## src/rtl/fsmi_pkg.sv

```systemverilog
// ============================================================================
// fsmi_pkg
// Shared widths, codes and types of the Fermi sea momentum integral pipeline.
// ============================================================================
package fsmi_pkg;

    localparam int MW      = 24;          // mass / momentum, unsigned Q12.12
    localparam int EW      = 25;          // E = isqrt(M*M + P*P)
    localparam int SQ_IW   = 49;          // radicand width
    localparam int M2W     = 36;          // m^2 and p^2 in Q12
    localparam int M4W     = 60;          // m^4 and p^4 in Q12
    localparam int LG_IW   = 26;          // log2 argument width (P + E)
    localparam int LG_FRAC = 30;          // log2 fraction bits
    localparam int LGW     = 35;          // log2 result width, Q30
    localparam int NUMW    = 67;          // signed numerator width
    localparam int VALW    = 64;          // result width, signed Q51.12

    localparam logic [29:0] LN2_Q30 = 30'd744261118;

    localparam logic [1:0] MODE_F0 = 2'd0;
    localparam logic [1:0] MODE_F2 = 2'd1;
    localparam logic [1:0] MODE_FE = 2'd2;

    // How the log term enters the numerator
    typedef enum logic [1:0] {
        K_NONE,
        K_NEG1,
        K_POS3
    } lterm_t;

    typedef struct packed {
        logic [1:0] mode;
        logic       light;   // mass below the tolerance
    } ctl_t;

    typedef struct packed {
        logic signed [NUMW-1:0] val;
        lterm_t                 k;
        logic [1:0]             sh;
    } base_t;

endpackage

```

## src/rtl/fsmi_dly.sv

```systemverilog
// ============================================================================
// fsmi_dly
// Stall-aware delay line that keeps side data aligned with the pipeline.
// ============================================================================
module fsmi_dly
    import fsmi_pkg::*;
#(
    parameter int W = MW,
    parameter int D = 1
)
(
    input  logic         clk,
    input  logic         en,
    input  logic [W-1:0] d,
    output logic [W-1:0] q
);

    logic [W-1:0] sr_reg [D];

    always_ff @(posedge clk)
    begin
        if (en)
        begin
            sr_reg[0] <= d;
            for (int i = 1; i < D; i++)
            begin
                sr_reg[i] <= sr_reg[i-1];
            end
        end
    end

    assign q = sr_reg[D-1];

endmodule

```

## config.mk

```make
export PLATFORM = sky130hd
export DESIGN_NAME = fsmi_dly
export DESIGN_NICKNAME = d
export VERILOG_FILES = /design/src/rtl/fsmi_pkg.sv /design/src/rtl/fsmi_dly.sv
export SDC_FILE = /design/constraint.sdc
export NUM_CORES = 1
export LEC_CHECK = 0
export ABC_AREA = 1
export ABC_CLOCK_PERIOD_IN_PS = 1100
export CAP_MARGIN = 0
export CORE_UTILIZATION = 50
export DETAILED_ROUTE_END_ITERATION = 10
export DONT_BUFFER_PORTS = 1
export PLACE_DENSITY = 0.64
export SETUP_SLACK_MARGIN = 0.2
export SLEW_MARGIN = 15
export SYNTH_ARGS = -nofsm -noshare
export SYNTH_HDL_FRONTEND = slang
export SYNTH_SLANG_ARGS = --single-unit
```

## constraint.sdc

```tcl
create_clock -name clk -period 1.1 [get_ports clk]
set_clock_uncertainty 0.1 [all_clocks]
set_input_delay 0.055 -clock clk [delete_from_list [all_inputs] [get_ports clk]]
set_output_delay 0.055 -clock clk [all_outputs]
set_load 0.05 [all_outputs]
```

# Word level (Yosys, flattened, before mapping)
# Memories as Yosys holds them, arrays and structs flattened.
# Index checks and enable logic that the tools add are counted.
# word_totals
out_inout_bits,24
elab_cells,3
mem_bits_rw,24
reg_bits,0
inputBits,26
n_memories,1
# mem_list
memory,words,word_bits,read_ports,rd_ports_with_merged_regs,wr,line,rtl
sr_reg,1,24,1,0,1,fsmi_dly.sv:18,logic [W-1:0] sr_reg [D];
# classes
n_mux,2
# ops
operator,count
1-bit 2-to-1 mux,2

# Longest topological paths before layout
# depth
word_depth,2
ltp_mapped,0
ltp_nobuf,0

# Worst setup path before layout
# OpenSTA, ideal clock, no wires.
# synth_timing
path_kind,reg-to-output
start,memory sr_reg[0][0] (netlist bit)
end,output port q[0]
path_buffers,0
t_arrival_ns,0.601
required_ns,0.945
path_stages_with_launch,1
path_slack_ns,0.344
path_cell_list,edfxtp_1
# synth_via
elab_chain_cells,1
# synth_rtl
item,line,rtl
start: declaration,fsmi_dly.sv:18,
memory read 1 x 24 bit,n/a,
end: declaration,fsmi_dly.sv:15,output logic [W-1:0] q
# No other way between the ends.

# Worst setup path after layout
# layout_timing
start,memory sr_reg[0][9] (netlist bit)
end,output port q[9]
# Same word-level chain as after synthesis.

==> impl_metrics.tcl <==
set metrics [dict create \
    multiInputGateArea_um2 0 \
    power.leakage_uw 0.000357 \
    ir_drop_mv 1.44 \
    place_area_um2 747 \
    post-route-min-period_ns 1.12 \
    seq_area_frac_synth 1.00 \
    wirelength_um 1130 \
    wl_met1_um 376 \
    synth_common_cells "24 x edfxtp_1" \
    relSlewSlack 0.684 \
    syn_area_per_cell_um2 30.0 \
    met3_length_um 124 \
    max_clock_freq_mhz 893 \
    synth.area.top_cells "edfxtp_1 100%" \
    syn-instance-count 24 \
    placementRows 13 \
    grt_pass1_wl_um 1320 \
    htreeDepth 1 \
    path_max_fanout 1 \
    synth_edf_count 24 \
    routed_via_density 5.03 \
    drt_iter0_drc 9 \
    core_area_um2 1320 \
    root_buffer "clkbuf_4" \
    nFillCells 76 \
    fp.dieW_um 40.0 \
    slew_viol_final 0 \
    grt_max_degree 25 \
    largest_reg_flops 24 \
    wl_met2_um 618 \
    ant_nets 0 \
    syn_area_um2 721 \
    cts_num_sinks 24 \
    synthToLayoutAreaGrowth_pct 41.1 \
    status "finished, violations left" \
    die_area_um2 1600 \
    diodes 0 \
    cts_tree "yes" \
    post-route-period-util 1.02 \
    ctsHoldBuffers 24 \
    syn_nets 50 \
    grt_usage 0.148 \
    synthArstFlopShare 0 \
    io_buffers 0 \
    critPathRequiredTime_ns 0.94 \
    clk_pin_slew_ns 0.12 \
    avgRoutedWirePerCell_um 16.7 \
    synth_most_common_cell "edfxtp_1" \
    critPathLaunchType "flop" \
    fin_util 0.772 \
    cts_max_path_buffers 2 \
    grt_pass1_vias 285 \
    dr.pass1.iters 4 \
    endpoint_kind "output port" \
    drcViolationCount 0 \
    yosys.area.top_type "edfxtp_1" \
    criticalPathCategory "reg -> out" \
    min_path_type "in -> reg" \
    comb.multi_input.count 0 \
    violations "hold timing, setup timing" \
    yosysWarnings 0 \
    setup_viol 19 \
    hold_violations 24 \
    synth_flop_cell "edfxtp_1" \
    die_y_um 40.0 \
    num-nets-final 80 \
    grt_setup_unrepaired "true" \
    synth_top_area_share 1.00 \
    worstPathArrival_ns 0.96 \
    num_vias 342 \
    drive_gt1_frac 0.0755 \
    seq_area_um2 721 \
    grt-ovfl-total 0 \
    tightestPinTransition_ns 0.476 \
    antenna_found_initial 0 \
    num_io_pins 50 \
    final.setup.worst_slack_ns -0.0194 \
    cap_violations 0 \
    synth_cell_types 1 \
    initial_utilization 0.547 \
    cts_buffers 3 \
    gp_congestion 0.562 \
    design_area_um2 1020 \
    powerDensity_nw_per_um2 1780 \
    hold_ws_ns -0.246 \
    routed.top_layer "met4" \
    synth_seq_cells 24 \
]
-- cell type report --
cell class,count,share of cell area
sequential,24,0.708
timing repair buffer,25,0.247
clock buffer,3,0.0221
tap,15,0.0185
clock inverter,1,0.00369
-- what timing repair did --
action                                 4_1_cts  5_1_grt
resized for setup                            1        0
gates cloned                                 0        0
endpoints found under the hold margin       48       24
setup endpoints to repair                   24       24
buffers inserted                             0        0
-- routing by layer --
layer / global-route usage / up-vias
li1: - / 155
met3: 0.0611 / 2
met4: 0.129 / 0
met5: 0 / -
met1: 0.151 / 158
met2: 0.230 / 27
-- through the flow --
stage / setup WS, ns / cells / total power, uW / setup TNS [ns]
final: -0.0194 / 68 / 1810 / -0.141
after global placement: 0.330 / 40 / 1390 / 0
after floorplan: 0.344 / 24 / 1380 / 0
after global routing: -0.0608 / 68 / 1870 / -1.05
after CTS: -0.0399 / 68 / 1820 / -0.416
after detailed placement: 0.314 / 40 / 1390 / 0
-- path summary, 6_finish.rpt --
path | startpoint | end | slack [ns] | cells after the start
setup / recovery | sr_reg[0][9]$_DFFE_PP_ | q[9] | -0.02 | 0
hold / removal | en | sr_reg[0][1]$_DFFE_PP_ | -0.25 | 0
-- power by group --
part	total [uW]	switching [uW]	leakage [uW]	internal (uW)
clock network	364	232	0.0000154	132
registers	1360	264	0.000235	1090
logic	85.0	23.2	0.000106	61.7
-- cell families (layout without fill, tap and decap cells) --
family   Yosys count  count (layout)  share of synthesized area
buf+inv            0              29                          0
flops             24              24                       1.00
-- cell usage in the layout (no fill, tap or decap) --
master         instances
dlygate4sd3_1         24
edfxtp_1              24
clkbuf_4               3
clkinv_1               1
buf_6                  1
No activity file was read; power rests on OpenSTA's default activity.
