**config.mk**
```make
export PLATFORM = sky130hd
export DESIGN_NAME = fsmi_mul
export DESIGN_NICKNAME = d
export VERILOG_FILES = /design/src/rtl/fsmi_pkg.sv /design/src/rtl/fsmi_mul.sv
export SDC_FILE = /design/constraint.sdc
export NUM_CORES = 2
export LEC_CHECK = 0
export CORE_ASPECT_RATIO = 0.7
export CORE_MARGIN = 3
export CORE_UTILIZATION = 45
export CTS_BUF_LIST = sky130_fd_sc_hd__clkbuf_16
export CTS_CLUSTER_SIZE = 8
export DETAILED_ROUTE_END_ITERATION = 10
export DONT_BUFFER_PORTS = 1
export PLACE_DENSITY = 0.7
export SYNTH_ARGS = -nofsm -noshare
export SYNTH_HDL_FRONTEND = slang
export SYNTH_SLANG_ARGS = --single-unit
export TNS_END_PERCENT = 10
```
**constraint.sdc**
```tcl
create_clock -name clk -period 8.2 [get_ports clk]
set_clock_uncertainty 0.1 [all_clocks]
set_input_delay 0.82 -clock clk [delete_from_list [all_inputs] [get_ports clk]]
set_output_delay 0.82 -clock clk [all_outputs]
set_load 0.02 [all_outputs]
```
**src/rtl/fsmi_pkg.sv**
```systemverilog
// ============================================================================
// fsmi_pkg
// Shared widths, codes and types of the Fermi sea momentum integral pipeline.
// ============================================================================
package fsmi_pkg;

    localparam int MW      = 24;          // mass / momentum, unsigned Q12.12
    localparam int EW      = 25;          // E = isqrt(M*M + P*P)
    localparam int SQ_IW   = 49;          // radicand width
    localparam int M2W     = 36;          // m^2 and p^2 in Q12
    localparam int M4W     = 60;          // m^4 and p^4 in Q12
    localparam int LG_IW   = 26;          // log2 argument width (P + E)
    localparam int LG_FRAC = 30;          // log2 fraction bits
    localparam int LGW     = 35;          // log2 result width, Q30
    localparam int NUMW    = 67;          // signed numerator width
    localparam int VALW    = 64;          // result width, signed Q51.12

    localparam logic [29:0] LN2_Q30 = 30'd744261118;

    localparam logic [1:0] MODE_F0 = 2'd0;
    localparam logic [1:0] MODE_F2 = 2'd1;
    localparam logic [1:0] MODE_FE = 2'd2;

    // How the log term enters the numerator
    typedef enum logic [1:0] {
        K_NONE,
        K_NEG1,
        K_POS3
    } lterm_t;

    typedef struct packed {
        logic [1:0] mode;
        logic       light;   // mass below the tolerance
    } ctl_t;

    typedef struct packed {
        logic signed [NUMW-1:0] val;
        lterm_t                 k;
        logic [1:0]             sh;
    } base_t;

endpackage

```
**src/rtl/fsmi_mul.sv**
```systemverilog
// ============================================================================
// fsmi_mul
// Two-stage multiplier: four registered half products, then sum and shift.
// ============================================================================
module fsmi_mul
    import fsmi_pkg::*;
#(
    parameter int WA = M2W,
    parameter int WB = M2W,
    parameter int SH = 12,
    parameter int WO = M4W
)
(
    input  logic          clk,
    input  logic          en,
    input  logic [WA-1:0] a,
    input  logic [WB-1:0] b,
    output logic [WO-1:0] q
);

    localparam int HA = (WA + 1) / 2;
    localparam int HB = (WB + 1) / 2;
    localparam int FW = WA + WB;

    logic [HA+HB-1:0]           pll_reg;
    logic [HA+WB-HB-1:0]        plh_reg;
    logic [WA-HA+HB-1:0]        phl_reg;
    logic [WA-HA+WB-HB-1:0]     phh_reg;
    logic [FW-1:0]              sum;
    logic [WO-1:0]              q_reg;

    always_ff @(posedge clk)
    begin
        if (en)
        begin
            pll_reg <= a[HA-1:0]  * b[HB-1:0];
            plh_reg <= a[HA-1:0]  * b[WB-1:HB];
            phl_reg <= a[WA-1:HA] * b[HB-1:0];
            phh_reg <= a[WA-1:HA] * b[WB-1:HB];
        end
    end

    assign sum = FW'(pll_reg) + (FW'(plh_reg) << HB) + (FW'(phl_reg) << HA)
               + (FW'(phh_reg) << (HA + HB));

    always_ff @(posedge clk)
    begin
        if (en)
        begin
            q_reg <= WO'(sum >> SH);
        end
    end

    assign q = q_reg;

endmodule

```
# Word-level counts from Yosys, hierarchy flattened
# Index checks and enable logic that the tools add are counted.
# totals
ff_bits	204
latch_bits	0
ramBits	0
rom_bits	0
in_bits	74
output_inout_bits	60
elab_cells	12
n_memories	0
# classes
n_addsub	3
mul	4
div_mod_pow	0
n_lt_le_gt_ge	0
eq_ne	0
shifts	0
n_mux	0
bitwise	0
reduce_logical	0
# op_table
op	count
18-bit by 18-bit multiplier with 36-bit output	4
56-bit by 72-bit adder with 72-bit output	1
55-bit by 54-bit adder with 56-bit output	1
36-bit by 54-bit adder with 55-bit output	1

# Depth between registers and ports, before layout
# logic_depth
word_depth	3
mapped_depth	25
mapped_depth_nobuf	23

# Worst setup path before layout
# OpenSTA, ideal clock, no wires.
# synth_path
path_kind	in2reg
from	input port a[7]
to	register plh_reg[35], data pin
setup_time_ns	0.260
t_arrival_ns	6.505
t_required_ns	7.840
slack_ns	1.335
stages	24
path_buffers	2
path_cell_list	clkbuf_1 -> clkbuf_1 -> nand2_1 -> fa_1 -> inv_1 -> fa_1 -> inv_1 -> fa_1 -> inv_1 -> fa_1 -> fa_1 -> inv_1 -> fa_1 -> inv_1 -> ha_1 -> and3_1 -> nand3_1 -> a2111oi_1 -> a211oi_1 -> or3_1 -> a21oi_1 -> a21o_1 -> a21oi_1 -> xnor2_1
# synth_between
elab_chain_cells	1
# synth_lines
element	line_no	source
start: declaration	fsmi_mul.sv:16	input logic [WA-1:0] a,
18-bit by 18-bit multiplier with 36-bit output	fsmi_mul.sv:37	plh_reg <= a[HA-1:0] * b[WB-1:HB];
end signal: assignment	fsmi_mul.sv:37	
end: declaration	fsmi_mul.sv:26	logic [HA+WB-HB-1:0] plh_reg;
# No other way between the ends.
# A chain may end at the register's enable or synchronous reset.

# Worst setup path after layout
# layout_path
from	input port a[25]
to	register phh_reg[35], data pin
# layout_between
elab_chain_cells	1
# layout_lines
element	line_no	source
18-bit by 18-bit multiplier with 36-bit output	fsmi_mul.sv:39	phh_reg <= a[WA-1:HA] * b[WB-1:HB];
end signal: assignment	fsmi_mul.sv:39	
end: declaration	fsmi_mul.sv:28	logic [WA-HA+WB-HB-1:0] phh_reg;
# No other way between the ends.

==> summary.md <==
| Metric | Value |
|---|---|
| FMAX | `144 MHz` |
| Post-DP Area | `51,500 sq um` |
| Final worst-path cycle share | `0.850` |
| Final hold vios | `0` |
| Setup TNS | `0 ns` |
| Synth Cell Area | `~51,000 sq um` |
| Syn Inst Count | `~5,400` |
| Synth unique cells | `76` |
| Kind of critical path | `input port to flip-flop` |
| Mux cell area share after synthesis | `0.000395` |
| First-pass GRT wire length | `approximately 220 mm` |
| RSZ-0062 raised after global routing | `no` |
| Element type at the critical path start | `input port` |
| Largest family of logic cells by synthesized area | `adder cells` |
| Final wirelength | `139 mm` |
| Adder-Cell Fraction of Synth Area | `0.535` |
| Routed via count | `between 30,000 and 40,000` |
| Max Slew Vio Count | `0` |
| Area Overhead vs Synth | `2.81%` |
| CTS root buf | `clkbuf_16` |
| Clock Path Buffers | `2` |
| Crit path DAT | `7.13 ns` |
| Cts hold-fix bufs | `0` |
| Async SR Flop Fraction | `0` |
| Min Tclk post-route | `between 6 and 7 ns` |
| Slew of the pin with the lowest slew margin | `0.845 ns` |
| Die area | `117,000 sq um` |
| Port buffer count | `0` |
| Total gr overflow | `0` |
| Largest net degree at the start of global routing | `193` |
| Final nets | `roughly 6,800` |
| Syn nets | `7,035` |
| Die Y | `287 um` |
| Worst Hold Class | `flip-flop to flip-flop` |
| Routed WL per cell | `20.7 um` |
| Vias per cell | `roughly 5.3` |
| DRC viols | `0` |
| Synth Area in Compound Gates | `0.0545` |
| Avg Inst Size Synth | `9.33 sq um` |
| CTS tree | `done` |
| CP Max Fanout | `36` |
| Clk Latency, worst-skew pair | `0.51 ns` |
| Post-layout util | `0.469` |
| Status | `finished clean` |
| H-tree levels | `4` |
| Ranking of synthesized cells by area | `fa_1 42%, ha_1 12%, edfxtp_1 11%` |
| Synthesized flop and latch total | `around 190` |
| Synth Warn # | `0` |
| Clock transition at path regs | `0.09 ns` |
| Initial Utilization | `0.456` |
| Number of setup buffers added after CTS | `0` |
| Antenna violations before repair | `6` |
| Gates resized, CTS repair | `0` |
| Number of core rows | `approximately 100` |
| DRT iter0 DRCs | `between 3,000 and 4,000` |
| Top cell type's share of synthesized area | `0.418` |
| Core area | `111,000 sq um` |
| Number of buffers created by CTS | `17` |
| Number of max-capacitance violations reported | `0` |
| Io pins | `~130` |
| Die X | `407 um` |
| Worst slew margin | `0.435` |
| Share of cells above drive strength 1 | `0.0102` |
| Final Cell Area | `52,100 sq um` |
| CTS sink count | `192` |
| Seq/Total Area, Yosys | `0.114` |
| Detailed Routing Iterations Pass 1 | `6` |
| CP required | `8.37 ns` |
| Vias in the first global route | `38,300` |
| Max FFs per register | `60` |
| Synth Area in Simple Gates | `0.155` |
| Setup violations, final | `0` |
| Routed Antenna Nets | `0` |
| Total GRT Usage | `0.248` |
| Post-synth EDFFs | `192` |
| Ys flop type | `edfxtp_1` |
| DPL Wire Length | `107 mm` |
| Routability cong. | `0.909` |
| Crit. End Element | `flip-flop` |
| Synth area leader | `fa_1` |
| XOR/XNOR Fraction of Synth Area | `0.0282` |
-- routing by layer --
metal	up-vias	wire (um)	track usage
met5	-	0	0
met4	0	1750	0.0404
met1	18200	61200	0.357
met3	129	18900	0.106
li1	15700	-	-
met2	1577	56700	0.350
-- cell families after synthesis --
family                   Yosys count
AND/OR/NAND/NOR                 1599
adder cells (fa/ha/maj)         1532
buffers and inverters           1522
AO/OA/AOI/OAI                    419
flip-flops                       192
XOR/XNOR                         163
multiplexers                       2
-- layout by cell type (no fill, tap or decap), types with 6 or more instances in the layout --
cell type	Yosys	routed
edfxtp_1	192	192
xnor2_1	114	114
a211oi_1	14	14
and4_1	6	6
nor3b_1	7	7
inv_1	1236	1236
xor2_1	49	49
a21oi_1	128	128
o21ai_0	62	62
nor2_1	78	78
nand2b_1	14	14
fa_1	1059	1059
clkbuf_16	0	17
and2_1	572	572
o211ai_1	6	6
nand2_1	789	789
a21boi_0	9	9
and3_1	15	15
o21bai_1	17	17
ha_1	473	473
o21a_1	20	20
nor3_1	16	16
a21o_1	96	96
nand4_1	19	19
nand3_1	33	33
a31oi_1	10	10
nor2b_1	22	22
-- Yosys cell counts, types with 22 or more instances --
| library cell | number |
|---|---|
| clkbuf_1 | 281 |
| inv_1 | 1236 |
| nand2_1 | 789 |
| nor2b_1 | 22 |
| o21ai_0 | 62 |
| nand3_1 | 33 |
| a21oi_1 | 128 |
| edfxtp_1 | 192 |
| fa_1 | 1059 |
| and2_1 | 572 |
| xor2_1 | 49 |
| a21o_1 | 96 |
| ha_1 | 473 |
| nor2_1 | 78 |
| xnor2_1 | 114 |
-- layout make-up --
cell class                      instances  area (sq um)
Antenna cell                            5          12.5
Clock buffer                           17           425
Clock inverter                         15           195
Fill cell                           10400         59100
Inverter                             1236          4640
Multi-Input combinational cell       3715         39200
Sequential cell                       192          5770
Tap cell                             1508          1890
-- final timing paths --
| kind | depth (start not counted) | start | slack, ns | endpoint |
|---|---|---|---|---|
| max | 21 | a[25] | 1.23 | phh_reg[35] |
| min | 0 | pll_reg[17] | 0.33 | q[5] |
| max reg2reg | 13 | pll_reg[19] | 3.48 | q[57] |
| min reg2reg | 0 | pll_reg[17] | 0.33 | q[5] |
-- critical path, cell delays in order --
cell and delay [ns]:
and2_1 0.17, fa_1 0.53, inv_1 0.05, fa_1 0.46
fa_1 0.50, fa_1 0.55, inv_1 0.05, fa_1 0.47
inv_1 0.05, fa_1 0.48, inv_1 0.04, ha_1 0.36
nand4_1 0.15, a211oi_1 0.08, or4_1 0.63, o211ai_1 0.65
a31oi_1 0.33, o21ai_1 0.33, o21ai_0 0.15, a21oi_1 0.20
xnor2_1 0.08
-- metrics by stage --
step	hold WS [ns]	instances	setup WS, ns
after floorplan	0.300	5429	1.33
after global placement	0.302	6651	1.02
after detailed placement	0.305	6651	0.904
after CTS	0.317	6683	1.43
after global routing	0.282	6683	0.954
final	0.326	6688	1.23
Power is left out: the tool's default activity adds up to more than one toggle a clock period on the data nets, which glitch-free logic cannot reach.
