<file path="config.mk">
export PLATFORM = sky130hd
export DESIGN_NAME = fsmi_sqrt
export DESIGN_NICKNAME = d
export VERILOG_FILES = /design/src/rtl/fsmi_pkg.sv /design/src/rtl/fsmi_sqrt.sv
export SDC_FILE = /design/constraint.sdc
export NUM_CORES = 2
export LEC_CHECK = 0
export BUFFER_PORTS_ARGS = -buffer_cell sky130_fd_sc_hd__buf_2
export CELL_PAD_IN_SITES_DETAIL_PLACEMENT = 1
export CELL_PAD_IN_SITES_GLOBAL_PLACEMENT = 1
export CORE_MARGIN = 2
export CORE_UTILIZATION = 36
export DETAILED_ROUTE_END_ITERATION = 10
export GPL_TIMING_DRIVEN = 0
export PLACE_DENSITY_LB_ADDON = 0.05
export SYNTH_ARGS = -nofsm -noshare
export SYNTH_HDL_FRONTEND = slang
export SYNTH_SLANG_ARGS = --single-unit
</file>
<file path="constraint.sdc">
create_clock -name clk -period 3.86 [get_ports clk]
set_input_delay 0.579 -clock clk [delete_from_list [all_inputs] [get_ports clk]]
set_output_delay 0.579 -clock clk [all_outputs]
set_load 0.1 [all_outputs]
</file>
<file path="src/rtl/fsmi_pkg.sv">
// ============================================================================
// fsmi_pkg
// Shared widths, codes and types of the Fermi sea momentum integral pipeline.
// ============================================================================
package fsmi_pkg;

    localparam int MW      = 24;          // mass / momentum, unsigned Q12.12
    localparam int EW      = 25;          // E = isqrt(M*M + P*P)
    localparam int SQ_IW   = 49;          // radicand width
    localparam int M2W     = 36;          // m^2 and p^2 in Q12
    localparam int M4W     = 60;          // m^4 and p^4 in Q12
    localparam int LG_IW   = 26;          // log2 argument width (P + E)
    localparam int LG_FRAC = 30;          // log2 fraction bits
    localparam int LGW     = 35;          // log2 result width, Q30
    localparam int NUMW    = 67;          // signed numerator width
    localparam int VALW    = 64;          // result width, signed Q51.12

    localparam logic [29:0] LN2_Q30 = 30'd744261118;

    localparam logic [1:0] MODE_F0 = 2'd0;
    localparam logic [1:0] MODE_F2 = 2'd1;
    localparam logic [1:0] MODE_FE = 2'd2;

    // How the log term enters the numerator
    typedef enum logic [1:0] {
        K_NONE,
        K_NEG1,
        K_POS3
    } lterm_t;

    typedef struct packed {
        logic [1:0] mode;
        logic       light;   // mass below the tolerance
    } ctl_t;

    typedef struct packed {
        logic signed [NUMW-1:0] val;
        lterm_t                 k;
        logic [1:0]             sh;
    } base_t;

endpackage

</file>
<file path="src/rtl/fsmi_sqrt.sv">
// ============================================================================
// fsmi_sqrt
// Pipelined integer square root, one root bit per stage, floored.
// ============================================================================
module fsmi_sqrt
    import fsmi_pkg::*;
#(
    parameter int IW = SQ_IW,
    parameter int NR = (IW + 1) / 2
)
(
    input  logic          clk,
    input  logic          en,
    input  logic [IW-1:0] x,
    output logic [NR-1:0] q
);

    localparam int XW = 2 * NR;
    localparam int RW = NR + 4;

    logic [RW-1:0] rem_reg  [NR];
    logic [NR-1:0] root_reg [NR];
    logic [XW-1:0] xs_reg   [NR];
    logic [RW-1:0] rem_next  [NR];
    logic [NR-1:0] root_next [NR];
    logic [XW-1:0] xs_next   [NR];

    always_comb
    begin
        logic [RW-1:0] rem_s;
        logic [NR-1:0] root_s;
        logic [XW-1:0] xs_s;
        logic [RW-1:0] r2;
        logic [RW-1:0] t;
        for (int j = 0; j < NR; j++)
        begin
            if (j == 0)
            begin
                rem_s  = '0;
                root_s = '0;
                xs_s   = XW'(x);
            end
            else
            begin
                rem_s  = rem_reg[j-1];
                root_s = root_reg[j-1];
                xs_s   = xs_reg[j-1];
            end
            // bring down the next radicand pair and try the new root bit
            r2 = (rem_s << 2) | RW'(xs_s[XW-1:XW-2]);
            t  = RW'({root_s, 2'b01});
            if (r2 >= t)
            begin
                rem_next[j]  = r2 - t;
                root_next[j] = {root_s[NR-2:0], 1'b1};
            end
            else
            begin
                rem_next[j]  = r2;
                root_next[j] = {root_s[NR-2:0], 1'b0};
            end
            xs_next[j] = xs_s << 2;
        end
    end

    always_ff @(posedge clk)
    begin
        if (en)
        begin
            for (int j = 0; j < NR; j++)
            begin
                rem_reg[j]  <= rem_next[j];
                root_reg[j] <= root_next[j];
                xs_reg[j]   <= xs_next[j];
            end
        end
    end

    assign q = root_reg[NR-1];

endmodule

</file>
Word level (Yosys, flattened, before mapping)
Memory sizes are Yosys's and may differ from the RTL's. Index checks and enable logic that the tools add are counted.

Add/sub/neg operators: 25. Order comparisons: 25. Multiplexer cells: 52. Bitwise gates (word level): 24.

Operators with widths (number): 29-bit 2-to-1 mux (25); 29-bit by 27-bit >= comparator with 1-bit output (24); 29-bit by 2-bit OR with 29-bit output (24); 29-bit by 27-bit subtractor with 29-bit output (24); 1-bit 2-to-1 mux (27); 1-bit by 1-bit subtractor with 2-bit output, second input constant (1); 1-bit >= comparator, second input constant (1).

Flip-flop bits (word level): 0. Bits in writable memories: 2550. Input bits: 51. Output and inout bits: 25. Logic and storage cells: 129. Memories: 3.

Memory list: xs_reg (words 25, bits a word 48, rd ports 24, clocked after Yosys merged registers in 0, write ports 25, RTL line fsmi_sqrt.sv:23) `logic [XW-1:0] xs_reg [NR];`; rem_reg (words 25, bits a word 29, rd ports 24, clocked after Yosys merged registers in 0, write ports 25, RTL line fsmi_sqrt.sv:21) `logic [RW-1:0] rem_reg [NR];`; root_reg (words 25, bits a word 25, rd ports 25, clocked after Yosys merged registers in 0, write ports 25, RTL line fsmi_sqrt.sv:22) `logic [NR-1:0] root_reg [NR];`.

Depth between registers and ports, before layout
An unclocked memory read counts as a cell.

Depth after elaboration: 4. Gate-level depth with buffers: 13. Depth with buffers taken out: 12.

Worst setup path before layout
Ideal clock, no wire load.

Kind: register -> register. Start point: mem rem_reg[1][0] in the netlist's numbering. End point: mem rem_reg[1][47] in the netlist's numbering (data pin). Library setup time: 0.258 ns. Data arrival time: 2.947 ns. Required time: 3.602 ns. Setup slack: 0.655 ns. Stages on the path, launching flop included: 11. Path buffers: 0. Period minus slack after synthesis: 3.205 ns. Cell sequence: edfxtp_1 > ha_1 > nor2b_1 > o21ai_0 > a21boi_0 > o21ai_0 > a21oi_1 > a31o_2 > a2111oi_2 > or4b_2 > xnor2_1.

RTL lines (RTL line): from (decl) (fsmi_sqrt.sv:21).

==> run summary <==
Drt total wl: 157900 µm
I/O pins: 76
CP max FO: 8
Number of synthesized flops with an enable pin: 1530
Layout Cells excl Fill: 8486
Root buf cell: clkbuf_16
I/O Buffers: 75
Height of the die: 447.2 µm
Bufs on Longest Clock Path: 3
Placed Instances: 8112
Final setup fails: 0
Post-synth top area cell: edfxtp_1
R2R Path Start: root_reg[1][118]$_DFFE_PP_
Core ar.: 195000 µm²
Sequential cell area fraction in the yosys report: 64.98%
CTS tree: done
Die width: 447.2 µm
Worst R2R End: rem_reg[2][170]$_DFFE_PP_
Max IR drop VDD: 0.3422 mV
Layout cells sized above 1: 8.360%
Area fraction of the dominant cell type after synthesis: 64.98%
Count of state elements after synthesis: 1530
GP Congestion: 0.8075
Hold Slack: 0.2138 ns
Number of antenna violations at the first check in global routing: 2
Clock net sink count: 1530
Post-detail-place hpwl: 115100 µm
Congestion Overflow GR: 0
Slew headroom: 33.09%
Mapped Cells: 5404
WS Path Type: flip-flop to flip-flop
Leakage dissipation: 30.56 nW
# Max-Cap Violations: 0
Htree depth: 4
Worst path required time: 4.39 ns
CP Launch Type: flip-flop
Top post-synthesis cells by count: 1530 x edfxtp_1, 442 x inv_1, 374 x nand2_1
Area contributors post-synth: edfxtp_1 65%, ha_1 6.2%, xnor2_1 3.1%
GRT Total Usage: 15.80%
Critical path endpoint category: flip-flop
Min-Delay Path Depth: 1
Pwr dens: 570.7 nW/µm²
First-pass GRT wire length: 248100 µm
Final setup margin: 0.09371 ns
Count leader, synth: edfxtp_1
Fmax: 265.5 MHz
Vias in the first global route: 43688
Crit path DAT: 4.30 ns
Syn-to-layout area delta: 14.61%
WL/cell: 18.60 µm
HP Class: input pin to flip-flop
Crit path time final: 3.766 ns
CTS buffer count: 173
Reg2Reg Depth: 11
ANT nets after route: 0
Hold Startpoint: en
Final Cycle Share: 97.57%
Post-synth cell types: 87
Clk Latency, worst-skew pair: 0.81 ns
Ys async rst share: 0%
Status: finished clean
Iteration-0 DRC Markers: 2270
Max Slew Vio Count: 0
Final net count: 6119
Site Rows: 162
Syn avg cell area: 13.08 µm²
Ys flop type: edfxtp_1
Initial Util: 36.26%
Final Hold Vio Count: 0
Drt first pass iters: 5
Slew at the pin with the worst max-slew slack: 1.004 ns
Die ar.: 200000 µm²
DRC errors left: 0
Largest net degree at the start of global routing: 175
Synth Warn #: 0
Max reg flops: 605
Vias: 41830
Cell Area, Synth: 70710 µm²
Final Power: 46.25 mW
Worst-path clk slew: 0.06 ns
Via density: 4.929
R2r setup slk: 0.09 ns
Hold Crit Endpoint: xs_reg[0][3]$_DFFE_PP_
Setup WS pre-CTS: -0.6799 ns
Synth Net Count: 5804
Clock Skew: 0.04212 ns
## power breakdown
part | internal (mW) | switching (mW) | total (mW)
clock | 9.54 | 6.79 | 16.3
combinational | 3.30 | 4.56 | 7.86
sequential | 20.8 | 1.29 | 22.1
## per-stage QoR
stage                     utilization (%)  cell area, µm²   TNS [ns]
after floorplan                         -           70710          0
after CTS                           41.49           80900          0
after detailed placement            38.27           74630    -146.14
after global routing                41.56           81040  -0.006116
after global placement              38.14           74370          -
final                               41.56           81040          0
## worst max-delay path by stage
stage	from	endpoint	slack, ns
floorplan	rem_reg[1][0]$_DFFE_PP_	rem_reg[1][47]$_DFFE_PP_	0.66
global placement	en	xs_reg[0][4]$_DFFE_PP_	-22.48
detailed placement	rem_reg[2][58]$_DFFE_PP_	rem_reg[2][94]$_DFFE_PP_	-0.68
CTS	rem_reg[0][91]$_DFFE_PP_	rem_reg[0][130]$_DFFE_PP_	0.02
global route	root_reg[1][75]$_DFFE_PP_	rem_reg[2][127]$_DFFE_PP_	-0.006
finish	root_reg[1][118]$_DFFE_PP_	rem_reg[2][170]$_DFFE_PP_	0.09
## routing by layer
| layer | vias up | routed length (µm) | GRT usage [%] |
|---|---|---|---|
| li1 | 20609 | - | - |
| met1 | 20518 | 70780 | 20.13 |
| met2 | 448 | 77780 | 27.27 |
| met3 | 255 | 4336 | 2.477 |
| met4 | 0 | 4955 | 5.352 |
| met5 | - | 0 | 0 |
## worst max-delay path: stages, from the launching register on
cell       delay, ns
edfxtp_1        0.46
inv_1           0.07
ha_1            0.42
nor4bb_1        0.67
nand4_1         0.21
nor3_1          0.30
a31oi_1         0.14
o41ai_1         0.10
a31oi_2         0.23
or2_2           0.41
a2111oi_2       0.37
xor2_1          0.11
## logic make-up (layout without fill, tap and decap cells)
kind of cell,after synthesis,after routing,share of synthesized area [%]
DFF,1530,1530,64.98
and+or+nand+nor,1389,1389,9.800
AOI/OAI and AO/OA,1059,1059,9.345
buffers and inverters,540,997,2.886
xor gates and xnor gates,486,486,6.020
adders and majority gates,349,349,6.176
muxes,50,50,0.7910
other,1,2,0.005304
## area by class of cell
| cell class | instances | area, µm² |
|---|---|---|
| well taps | 2624 | 3283 |
| inverters | 447 | 1679 |
| clock buffers | 211 | 4493 |
| repair buffers | 142 | 1214 |
| multi-input cells | 3334 | 22870 |
| fillers | 20326 | 114000 |
| flip-flops and latches | 1530 | 45940 |
| clock inverters | 106 | 1179 |
| diodes | 1 | 2.502 |
| plain buffers | 91 | 379.1 |
## layout by cell type (no fill, tap or decap), drive strengths merged, types with 14 or more instances in the layout
| cell type | n |
|---|---|
| or4 | 32 |
| o21ai | 278 |
| a211oi | 18 |
| o211ai | 20 |
| nor2 | 323 |
| nand2b | 83 |
| nand2 | 374 |
| a211o | 14 |
| bufinv | 18 |
| a31oi | 25 |
| nor4 | 80 |
| nor3 | 153 |
| edfxtp | 1530 |
| dlygate4sd3 | 49 |
| o21a | 78 |
| xor2 | 232 |
| and2 | 17 |
| a21oi | 319 |
| xnor2 | 254 |
| clkinv | 74 |
| nor2b | 40 |
| o31ai | 35 |
| or2 | 21 |
| o21bai | 32 |
| or3 | 49 |
| buf | 105 |
| and3 | 36 |
| nand3 | 76 |
| ha | 349 |
| nand4 | 51 |
| clkbuf | 290 |
| a21o | 130 |
| inv | 451 |
| mux2 | 47 |
## timing repair
action | in CTS | in global routing
setup buffers | 5 | 3
gates resized for setup | 23 | 34
endpoints found under the hold margin | 49 | 0
gates cloned | 0 | 1
pin swaps | 1 | 3
setup endpoints to repair | 146 | 257
hold buffers | 49 | 0
Note: power is estimated with default switching activity, not from simulation.
